**src/design/bamr_pkg.sv**
```systemverilog
// Shared types and constants of the BAM transport reassembler.
// No dependencies; compile first.
package bamr_pkg;

	localparam int unsigned MAX_BYTES_DEF = 256;
	localparam int unsigned PKT_BYTES     = 7;
	localparam int unsigned CHUNK_BYTES   = 8;
	localparam int unsigned POS_W         = 11;

	localparam logic [17:0] PGN_CM   = 18'h0EC00;
	localparam logic [17:0] PGN_DT   = 18'h0EB00;
	localparam logic [7:0]  PDU2_MIN = 8'd240;

	typedef struct packed {
		logic [28:0] frame_id;
		logic [7:0]  byte_0;
		logic [7:0]  byte_1;
		logic [7:0]  byte_2;
		logic [7:0]  byte_3;
		logic [7:0]  byte_4;
		logic [7:0]  byte_5;
		logic [7:0]  byte_6;
		logic [7:0]  byte_7;
	} in_item_t;

	typedef struct packed {
		logic        complete;
		logic [28:0] msg_identifier;
		logic [8:0]  msg_length;
		logic [7:0]  chunk_0;
		logic [7:0]  chunk_1;
		logic [7:0]  chunk_2;
		logic [7:0]  chunk_3;
		logic [7:0]  chunk_4;
		logic [7:0]  chunk_5;
		logic [7:0]  chunk_6;
		logic [7:0]  chunk_7;
		logic        last_chunk;
	} out_item_t;

	// One row write into the byte store: per-byte enables over an 8-byte row.
	typedef struct packed {
		logic        en;
		logic [7:0]  be;
		logic [63:0] data;
	} mem_wr_t;

endpackage

```
**src/design/bamr_if.sv**
```systemverilog
// Valid/ready channel interfaces for frames in and results out.
// Depends on bamr_pkg.
interface bamr_in_if;
	logic               valid;
	logic               ready;
	bamr_pkg::in_item_t data;

	modport source (output valid, output data, input ready);
	modport sink (input valid, input data, output ready);
endinterface

interface bamr_out_if;
	logic                valid;
	logic                ready;
	bamr_pkg::out_item_t data;

	modport source (output valid, output data, input ready);
	modport sink (input valid, input data, output ready);
endinterface

```
**src/design/bam_transport_reassembler_top.sv**
```systemverilog
// BAM transport reassembler, top level: sequencer, byte store, result register.
// Depends on bamr_pkg, bamr_if, bamr_store, bamr_seq.
//
// Takes one extended CAN frame per beat and answers each with one status beat,
// or, once every announced packet is in, with the rebuilt message in 8-byte
// chunk beats, the last one marked. One frame is handled at a time. After reset
// and after each announcement the store and the seen map are swept clean, one
// row a cycle over the larger of the store's rows and the seen map's 32 rows;
// after an announcement its status beat follows. A data frame is accepted, its
// sequence number looked up in the seen map, a new packet's seven bytes written
// one at a time through the single byte-wide write path, and then, unless the
// message is complete, its status beat follows. A completing frame reads out
// each chunk as a row read, then a load into the result register, up to 32
// chunks at the default size. Frame ready is low for that whole time; the result
// register lets the next frame in while the final beat still waits to be taken.
module bam_transport_reassembler_top #(
	parameter int unsigned MAX_BYTES = bamr_pkg::MAX_BYTES_DEF
) (
	input logic       clk,
	input logic       arst_n,
	bamr_in_if.sink   frame,
	bamr_out_if.source result
);
	import bamr_pkg::*;

	localparam int unsigned ROWS  = (MAX_BYTES + 7) / 8;
	localparam int unsigned ROW_W = (ROWS > 1) ? $clog2(ROWS) : 1;

	mem_wr_t          mem_wr;
	logic [ROW_W-1:0] wr_row;
	logic             rd_en;
	logic [ROW_W-1:0] rd_row;
	logic [63:0]      rd_data;
	logic             res_busy;
	logic             res_load;
	out_item_t        res;
	logic             res_valid_q;
	out_item_t        res_q;

	bamr_seq #(.MAX_BYTES(MAX_BYTES)) u_seq (
		.clk      (clk),
		.arst_n   (arst_n),
		.frame    (frame),
		.res_busy (res_busy),
		.res_load (res_load),
		.res      (res),
		.mem_wr   (mem_wr),
		.wr_row   (wr_row),
		.rd_en    (rd_en),
		.rd_row   (rd_row),
		.rd_data  (rd_data)
	);

	bamr_store #(.MAX_BYTES(MAX_BYTES)) u_store (
		.clk     (clk),
		.mem_wr  (mem_wr),
		.wr_row  (wr_row),
		.rd_en   (rd_en),
		.rd_row  (rd_row),
		.rd_data (rd_data)
	);

	// hold a beat until taken; refill in the cycle it leaves
	assign res_busy = res_valid_q && !result.ready;

	always_ff @(posedge clk or negedge arst_n) begin
		if (!arst_n) begin
			res_valid_q <= 1'b0;
		end else if (res_load) begin
			res_valid_q <= 1'b1;
		end else if (result.ready) begin
			res_valid_q <= 1'b0;
		end
	end

	always_ff @(posedge clk) begin
		if (res_load) begin
			res_q <= res;
		end
	end

	assign result.valid = res_valid_q;
	assign result.data  = res_q;

	a_load_free: assert property (@(posedge clk) disable iff (!arst_n)
		res_load |-> !res_busy)
		else $error("result loaded over a beat not yet taken");

	a_status_last: assert property (@(posedge clk) disable iff (!arst_n)
		(res_load && !res.complete) |-> (res.last_chunk && res.msg_identifier == 29'd0
			&& res.msg_length == 9'd0))
		else $error("status beat malformed");

	a_busy_after_frame: assert property (@(posedge clk) disable iff (!arst_n)
		(frame.valid && frame.ready) |=> !frame.ready)
		else $error("frame accepted while previous one in progress");

	a_no_load_on_accept: assert property (@(posedge clk) disable iff (!arst_n)
		(frame.valid && frame.ready) |-> !res_load)
		else $error("result loaded in the frame accept cycle");

endmodule

```
**src/design/bamr_store.sv**
```systemverilog
// Byte store: rows of 8 bytes, one row write with byte enables and one
// registered row read per cycle. Depends on bamr_pkg.
module bamr_store #(
	parameter int unsigned MAX_BYTES = bamr_pkg::MAX_BYTES_DEF,
	localparam int unsigned ROWS  = (MAX_BYTES + 7) / 8,
	localparam int unsigned ROW_W = (ROWS > 1) ? $clog2(ROWS) : 1
) (
	input  logic              clk,
	input  bamr_pkg::mem_wr_t mem_wr,
	input  logic [ROW_W-1:0]  wr_row,
	input  logic              rd_en,
	input  logic [ROW_W-1:0]  rd_row,
	output logic [63:0]       rd_data
);
	import bamr_pkg::*;

	logic [63:0] mem [ROWS];

	always_ff @(posedge clk) begin
		if (mem_wr.en) begin
			for (int l = 0; l < 8; l++) begin
				if (mem_wr.be[l]) begin
					mem[wr_row][l*8 +: 8] <= mem_wr.data[l*8 +: 8];
				end
			end
		end
	end

	always_ff @(posedge clk) begin
		if (rd_en) begin
			rd_data <= mem[rd_row];
		end
	end

endmodule

```
**src/design/bamr_seq.sv**
```systemverilog
// Sequencer of the reassembler: announcement and packet state, seen map, clear
// sweep, byte-at-a-time packet writes and chunk readout. Depends on bamr_pkg, bamr_if.
module bamr_seq #(
	parameter int unsigned MAX_BYTES = bamr_pkg::MAX_BYTES_DEF,
	localparam int unsigned ROWS  = (MAX_BYTES + 7) / 8,
	localparam int unsigned ROW_W = (ROWS > 1) ? $clog2(ROWS) : 1
) (
	input  logic                clk,
	input  logic                arst_n,
	bamr_in_if.sink             frame,
	input  logic                res_busy,
	output logic                res_load,
	output bamr_pkg::out_item_t res,
	output bamr_pkg::mem_wr_t   mem_wr,
	output logic [ROW_W-1:0]    wr_row,
	output logic                rd_en,
	output logic [ROW_W-1:0]    rd_row,
	input  logic [63:0]         rd_data
);
	import bamr_pkg::*;

	localparam int unsigned LEN_W     = $clog2(MAX_BYTES + 1);
	localparam int unsigned SEEN_ROWS = 32;
	localparam int unsigned CLR_ROWS  = (ROWS > SEEN_ROWS) ? ROWS : SEEN_ROWS;
	localparam int unsigned CLR_W     = $clog2(CLR_ROWS);

	typedef enum logic [2:0] {
		S_CLEAR,
		S_IDLE,
		S_CHECK,
		S_WRITE,
		S_STATUS,
		S_RD,
		S_LOAD
	} state_t;

	state_t           state_q;
	logic             post_q;
	logic [ROW_W-1:0] row_q;
	logic [CLR_W-1:0] clr_q;
	logic [7:0]       seen_mem [SEEN_ROWS];
	logic [7:0]       seen_rd_q;
	logic [7:0]       seq_q;
	logic [7:0]       frames_q;
	logic [7:0]       expected_q;
	logic [LEN_W-1:0] length_q;
	logic [17:0]      pgn_q;
	logic [7:0]       sa_q;
	logic [2:0]       prio_q;
	logic             announced_q;
	logic [POS_W-1:0] pos_q;
	logic [2:0]       cnt_q;
	logic [55:0]      data_q;

	logic [17:0]      pgn;
	logic [7:0]       seqn;
	logic [7:0]       seqm1;
	logic             take;
	logic             done_now;
	logic [15:0]      len_in;
	logic [LEN_W-1:0] len_sat;
	logic [POS_W-1:0] len_m1;
	logic [ROW_W-1:0] last_row;
	logic [7:0]       id_ps;

	always_comb begin
		pgn = frame.data.frame_id[25:8];
		if (frame.data.frame_id[23:16] < PDU2_MIN) begin
			pgn[7:0] = 8'h00;
		end
		seqn     = frame.data.byte_0;
		seqm1    = seq_q - 8'd1;
		take     = (seq_q != 8'd0) && !seen_rd_q[seq_q[2:0]] && (seq_q <= expected_q);
		done_now = announced_q && (frames_q == expected_q);
		len_in   = {frame.data.byte_2, frame.data.byte_1};
		len_sat  = (len_in > 16'(MAX_BYTES)) ? LEN_W'(MAX_BYTES) : len_in[LEN_W-1:0];
		len_m1   = POS_W'(length_q) - POS_W'(1);
		last_row = (length_q == '0) ? '0 : len_m1[ROW_W+2:3];
	end

	assign frame.ready = (state_q == S_IDLE);

	// seen map: 8 sequence numbers per row, swept clean with the byte store
	always_ff @(posedge clk) begin
		if (state_q == S_CLEAR && 32'(clr_q) < SEEN_ROWS) begin
			seen_mem[clr_q[4:0]] <= 8'h00;
		end else if (state_q == S_CHECK && take) begin
			seen_mem[seq_q[7:3]][seq_q[2:0]] <= 1'b1;
		end
		if (frame.valid && frame.ready) begin
			seen_rd_q <= seen_mem[seqn[7:3]];
		end
	end

	always_ff @(posedge clk or negedge arst_n) begin
		if (!arst_n) begin
			state_q     <= S_CLEAR;
			post_q      <= 1'b0;
			row_q       <= '0;
			clr_q       <= '0;
			seq_q       <= '0;
			frames_q    <= '0;
			expected_q  <= '0;
			length_q    <= '0;
			pgn_q       <= '0;
			sa_q        <= '0;
			prio_q      <= '0;
			announced_q <= 1'b0;
			pos_q       <= '0;
			cnt_q       <= '0;
			data_q      <= '0;
		end else begin
			case (state_q)
				S_CLEAR: begin
					if (clr_q == CLR_W'(CLR_ROWS - 1)) begin
						clr_q   <= '0;
						state_q <= post_q ? S_STATUS : S_IDLE;
					end else begin
						clr_q <= clr_q + CLR_W'(1);
					end
				end
				S_IDLE: begin
					if (frame.valid) begin
						if (pgn == PGN_CM) begin
							frames_q    <= '0;
							length_q    <= len_sat;
							expected_q  <= frame.data.byte_3;
							pgn_q       <= {frame.data.byte_7[1:0], frame.data.byte_6,
								frame.data.byte_5};
							sa_q        <= frame.data.frame_id[7:0];
							prio_q      <= frame.data.frame_id[28:26];
							announced_q <= 1'b1;
							post_q      <= 1'b1;
							clr_q       <= '0;
							state_q     <= S_CLEAR;
						end else if (pgn == PGN_DT) begin
							// hold the packet while its seen bit is read
							seq_q   <= seqn;
							data_q  <= {frame.data.byte_7, frame.data.byte_6,
								frame.data.byte_5, frame.data.byte_4, frame.data.byte_3,
								frame.data.byte_2, frame.data.byte_1};
							state_q <= S_CHECK;
						end else begin
							state_q <= S_STATUS;
						end
					end
				end
				S_CHECK: begin
					if (take) begin
						frames_q <= frames_q + 8'd1;
						pos_q    <= {seqm1, 3'b000} - {3'b000, seqm1};
						cnt_q    <= '0;
						state_q  <= S_WRITE;
					end else if (done_now) begin
						row_q   <= '0;
						state_q <= S_RD;
					end else begin
						state_q <= S_STATUS;
					end
				end
				S_WRITE: begin
					// advance one packet byte per cycle
					pos_q  <= pos_q + POS_W'(1);
					cnt_q  <= cnt_q + 3'd1;
					data_q <= data_q >> 8;
					if (cnt_q == 3'(PKT_BYTES - 1)) begin
						row_q   <= '0;
						state_q <= done_now ? S_RD : S_STATUS;
					end
				end
				S_STATUS: begin
					if (!res_busy) begin
						state_q <= S_IDLE;
					end
				end
				S_RD: begin
					state_q <= S_LOAD;
				end
				S_LOAD: begin
					if (!res_busy) begin
						if (row_q == last_row) begin
							state_q <= S_IDLE;
						end else begin
							row_q   <= row_q + ROW_W'(1);
							state_q <= S_RD;
						end
					end
				end
				default: begin
					state_q <= S_IDLE;
				end
			endcase
		end
	end

	always_comb begin
		mem_wr = '0;
		wr_row = row_q;
		case (state_q)
			S_CLEAR: begin
				mem_wr.en = (32'(clr_q) < ROWS);
				mem_wr.be = 8'hFF;
				wr_row    = clr_q[ROW_W-1:0];
			end
			S_WRITE: begin
				// drop bytes past the announced length
				mem_wr.en   = (pos_q < POS_W'(length_q));
				mem_wr.be   = 8'h01 << pos_q[2:0];
				mem_wr.data = {8{data_q[7:0]}};
				wr_row      = pos_q[ROW_W+2:3];
			end
			default: begin
				mem_wr = '0;
			end
		endcase
	end

	assign rd_en  = (state_q == S_RD);
	assign rd_row = row_q;

	assign id_ps = (pgn_q[15:8] < PDU2_MIN) ? 8'h00 : pgn_q[7:0];

	always_comb begin
		res      = '0;
		res_load = 1'b0;
		case (state_q)
			S_STATUS: begin
				res_load       = !res_busy;
				res.last_chunk = 1'b1;
			end
			S_LOAD: begin
				res_load           = !res_busy;
				res.complete       = 1'b1;
				res.msg_identifier = {prio_q, 1'b0, pgn_q[16], pgn_q[15:8], id_ps, sa_q};
				res.msg_length     = 9'(length_q);
				res.chunk_0        = rd_data[7:0];
				res.chunk_1        = rd_data[15:8];
				res.chunk_2        = rd_data[23:16];
				res.chunk_3        = rd_data[31:24];
				res.chunk_4        = rd_data[39:32];
				res.chunk_5        = rd_data[47:40];
				res.chunk_6        = rd_data[55:48];
				res.chunk_7        = rd_data[63:56];
				res.last_chunk     = (row_q == last_row);
			end
			default: begin
				res      = '0;
				res_load = 1'b0;
			end
		endcase
	end

endmodule
```
**src/flat_wrapper.sv**
```systemverilog
// flat-port wrapper written by rule: the top's interface ports become plain ports
module bam_transport_reassembler_top_flat import bamr_pkg::*;
#(
	parameter int unsigned MAX_BYTES = bamr_pkg::MAX_BYTES_DEF
)
  (clk, arst_n, frame_valid, frame_data, frame_ready, result_valid, result_data, result_ready);
  bamr_in_if frame_i ();
  bamr_out_if result_i ();
  input logic clk;
  input logic arst_n;
  input wire logic [$bits(frame_i.valid)-1:0] frame_valid;
  input wire logic [$bits(frame_i.data)-1:0] frame_data;
  output wire logic [$bits(frame_i.ready)-1:0] frame_ready;
  output wire logic [$bits(result_i.valid)-1:0] result_valid;
  output wire logic [$bits(result_i.data)-1:0] result_data;
  input wire logic [$bits(result_i.ready)-1:0] result_ready;
  assign frame_i.valid = frame_valid;
  assign frame_i.data = frame_data;
  assign frame_ready = frame_i.ready;
  assign result_valid = result_i.valid;
  assign result_data = result_i.data;
  assign result_i.ready = result_ready;
  bam_transport_reassembler_top #(.MAX_BYTES(MAX_BYTES)) u_core (.clk(clk), .arst_n(arst_n), .frame(frame_i), .result(result_i));
endmodule
```
**config.mk**
```make
export PLATFORM = sky130hd
export DESIGN_NAME = bam_transport_reassembler_top_flat
export DESIGN_NICKNAME = d
export VERILOG_FILES = /design/src/design/bamr_pkg.sv /design/src/design/bamr_if.sv /design/src/design/bam_transport_reassembler_top.sv /design/src/design/bamr_store.sv /design/src/design/bamr_seq.sv /design/src/flat_wrapper.sv
export SDC_FILE = /design/constraint.sdc
export NUM_CORES = 2
export LEC_CHECK = 0
export BUFFER_PORTS_ARGS = -buffer_cell sky130_fd_sc_hd__buf_2
export CORE_MARGIN = 2
export CORE_UTILIZATION = 45
export CTS_BUF_LIST = sky130_fd_sc_hd__clkbuf_4
export CTS_CLUSTER_SIZE = 25
export DETAILED_ROUTE_END_ITERATION = 10
export GPL_ROUTABILITY_DRIVEN = 0
export HOLD_SLACK_MARGIN = 0.06
export SLEW_MARGIN = 20
export SYNTH_ARGS = -nofsm -noshare
export SYNTH_HDL_FRONTEND = slang
export SYNTH_SLANG_ARGS = --single-unit
export TNS_END_PERCENT = 30
```
**constraint.sdc**
```tcl
create_clock -name clk -period 23.6 [get_ports clk]
set_clock_uncertainty 0.15 [all_clocks]
set_input_delay 4.72 -clock clk [delete_from_list [all_inputs] [get_ports clk]]
set_output_delay 4.72 -clock clk [all_outputs]
set_load 0.05 [all_outputs]
```
==> results.md <==
* Routed Antenna Nets at 0
* Post-Route WL at 253,000 um
* Top Ports at 203
* Mux share of post-synthesis cell area at 0.165
* DR vias at 53,592
* Placed cells at 8,258
* Post-Syn Area at 104,000 sq um
* Unique masters post-synth at 67
* Crit. End Element: primary output
* First-pass GRT wire length at 369,000 um
* Longest Clk Path Bufs at 4
* Register bit total from synthesis at 2,625
* Max-slew violations at 0
* Synth Instances at 5,249
* First DRT Iteration DRCs at 5,169
* Max cap viols at 0
* Syn_area_per_cell at 19.8 sq um
* Final cell count without fillers at 9,362
* Syn nets at 5,386
* Grt total ovfl at 0
* I/O Buffers at 193
* Adder-cell share of the synthesized area at 0.00482
* Main combinational cell family by area after synthesis: multiplexers
* Fillers at 18,752
* Die ar. at 235,000 sq um
* Post-route minimum period at 8.46 ns
* CP required at 18.73 ns
* Top FF cell, synth: edfxtp_1
* Floorplan row count at 176
* Synth Area in Simple Gates at 0.0475
* Hold Worst Slack at 0.315 ns
* Num CTS Buffers at 675
* Top fanout value on the critical path at 30
* Cts repair resizes at 0
* Seq/Total Area, Yosys at 0.751
* Slew @ Worst Pin at 1.16 ns
* Final Cycle Share at 0.358
* Core ar. at 230,000 sq um
* Initial Util at 0.452
* Fmax at 0.118 GHz
* Final nets at 6,054
* Status: finished, final reports clean
* WS Path Type: reg -> out
* RSZ-0062 raised after global routing: false
* Fraction of layout cells with a size suffix above 1 at 0.344
* DRC at 0
* CTS Root Cell: clkbuf_4
* GRT Util Overall at 0.214
* Peak VDD IR at 0.0774 mV
* Synth Area in Compound Gates at 0.0155
* Final hold viol count at 0
* Startpoint types: flop
* Commonest non-fill, non-tap cell in the layout: edfxtp_1
* PwrDens at 109 nW/um^2
* CTS Hold Bufs at 0
* CTS sink cnt at 2,625
* Clock latency on the worst-skew pair at 1.42 ns
* R2r setup slk at 17.96 ns
* YS warnings at 0
* CTS H-Tree Depth at 6
* Async SR Flop Fraction at 0.0556
* Fin Setup TNS at 0 ns
* Clk slew on worst S/H paths at 0.06 ns
* Post-CTS setup buffer count at 0
* First-pass DRT Iterations at 5
* Most frequent cells in the layout: edfxtp_1, clkbuf_4, mux4_2, nor2_1, nand2_1
* Post-DR vias/cell at 5.72
* Xor/xnor share of the synthesized area at 0.00261
* Leakage at 38.6 nW
* Worst hold stages at 2
* Vias in the first global route at 54,861
* Final setup viols at 0
* Critical path arrival at 3.59 ns
* Largest net degree at the start of global routing at 205
* WL/cell at 27.0 um
* Antenna violations before repair at 9
* Number of synthesized flops with an enable pin at 2,479
* Worst hold-check path type: reg -> reg
* Die boundary width at 485 um
* Detailed Place HPWL at 143,000 um
* R2R cell count at 6
* Layout area overhead at 12.5%
* CTS tree: yes
* Max_slew headroom at 0.229
* Die height at 485 um
## sequential cells by signal (all words and copies together), names as in the netlist
register	flops
u_core.u_seq.prio_q	3
u_core.u_seq.pos_q	11
u_core.u_seq.pgn_q	17
u_core.u_store.rd_data	64
u_core.result.data	103
u_core.u_seq.announced_q	1
u_core.u_seq.seen_rd_q	8
u_core.u_seq.cnt_q	3
u_core.u_seq.frames_q	8
u_core.result.valid	1
u_core.u_seq.clr_q	5
u_core.u_seq.seen_mem	256
u_core.u_seq.seq_q	8
u_core.u_seq.expected_q	8
u_core.u_seq.data_q	56
u_core.u_seq.state_q	3
u_core.u_seq.length_q	9
u_core.u_seq.rd_row	5
u_core.u_store.mem	2048
u_core.u_seq.sa_q	8
## where the power goes
| group | total [W] | internal [W] | switching [W] |
|---|---|---|---|
| registers | 0.00589 | 0.00568 | 0.000211 |
| logic | 0.00318 | 0.00119 | 0.00200 |
| clock network | 0.00373 | 0.00197 | 0.00175 |
| total | 0.0128 | 0.00884 | 0.00396 |
## routing by layer
metal	routed length, um	track usage	vias to the layer above	part of all wire
li1	-	-	22957	-
met1	107000	0.299	28215	0.42
met2	121000	0.336	2060	0.48
met3	19800	0.0536	360	0.078
met4	5340	0.0635	0	0.021
met5	0	0	-	0
## Yosys cell counts (23+ instances only)
cell type,instances,area [sq um]
mux4_2,722,16300
clkbuf_1,201,754
edfxtp_1,2479,74400
buf_2,32,160
a31oi_1,55,344
and3_1,109,682
mux2_2,75,845
nand2_1,292,1100
inv_1,43,161
a21oi_1,35,175
o21ai_0,61,305
ha_1,40,500
nor2_1,596,2240
nand3_1,34,170
buf_1,77,289
dfrtp_1,146,3650
xnor2_1,23,201
## critical path, cell delays in order (launching register included)
cell	delay, ns
dfrtp_1	0.32
buf_4	0.30
clkinv_1	0.43
nor3_1	0.77
buf_2	0.40
## cell type report
type	count	area, sq um	area share
clock buffers	985	7390	0.0632
clock inverters	100	608	0.00520
well taps	3026	3790	0.0324
multi-input cells	2266	24800	0.212
inverters	45	169	0.00144
diodes	11	27.5	0.000235
flip-flops and latches	2625	78100	0.668
repair buffers	304	2040	0.0175
## cells by family (layout without fill, tap and decap cells)
group	after synthesis	count (layout)
DFF	2625	2625
and+or+nand+nor	1143	1143
muxes	799	799
buffers and inverters	358	1434
AOI/OAI and AO/OA	252	252
adders and majority gates	40	40
xor gates and xnor gates	31	31
other	1	12
## through the flow
stage          worst slack [ns]  total power (W)  utilization  instance area [sq um]
6_report                  15.14           0.0128        0.509                 117000
5_1_grt                   14.83           0.0134        0.509                 117000
4_1_cts                   15.01           0.0129        0.508                 117000
3_5_place_dp              15.74          0.00919        0.473                 109000
3_3_place_gp              15.73          0.00914        0.473                 109000
2_1_floorplan             13.82          0.00805            -                 104000
## path summary, 6_finish.rpt
path,startpoint,endpoint
worst min register to register,u_core.u_seq.pgn_q[7],u_core.u_seq.pgn_q[7]
worst max register to register,u_core.u_seq.rd_row[0],u_core.u_store.rd_data[14]
worst min-delay path,u_core.u_seq.pgn_q[7],u_core.u_seq.pgn_q[7]
max in group asynchronous,arst_n,u_core.u_seq.pgn_q[8]
worst max-delay path,u_core.u_seq.state_q[0],frame_ready
min in group asynchronous,arst_n,u_core.u_seq.data_q[41]
(Power assumes the default switching activity.)
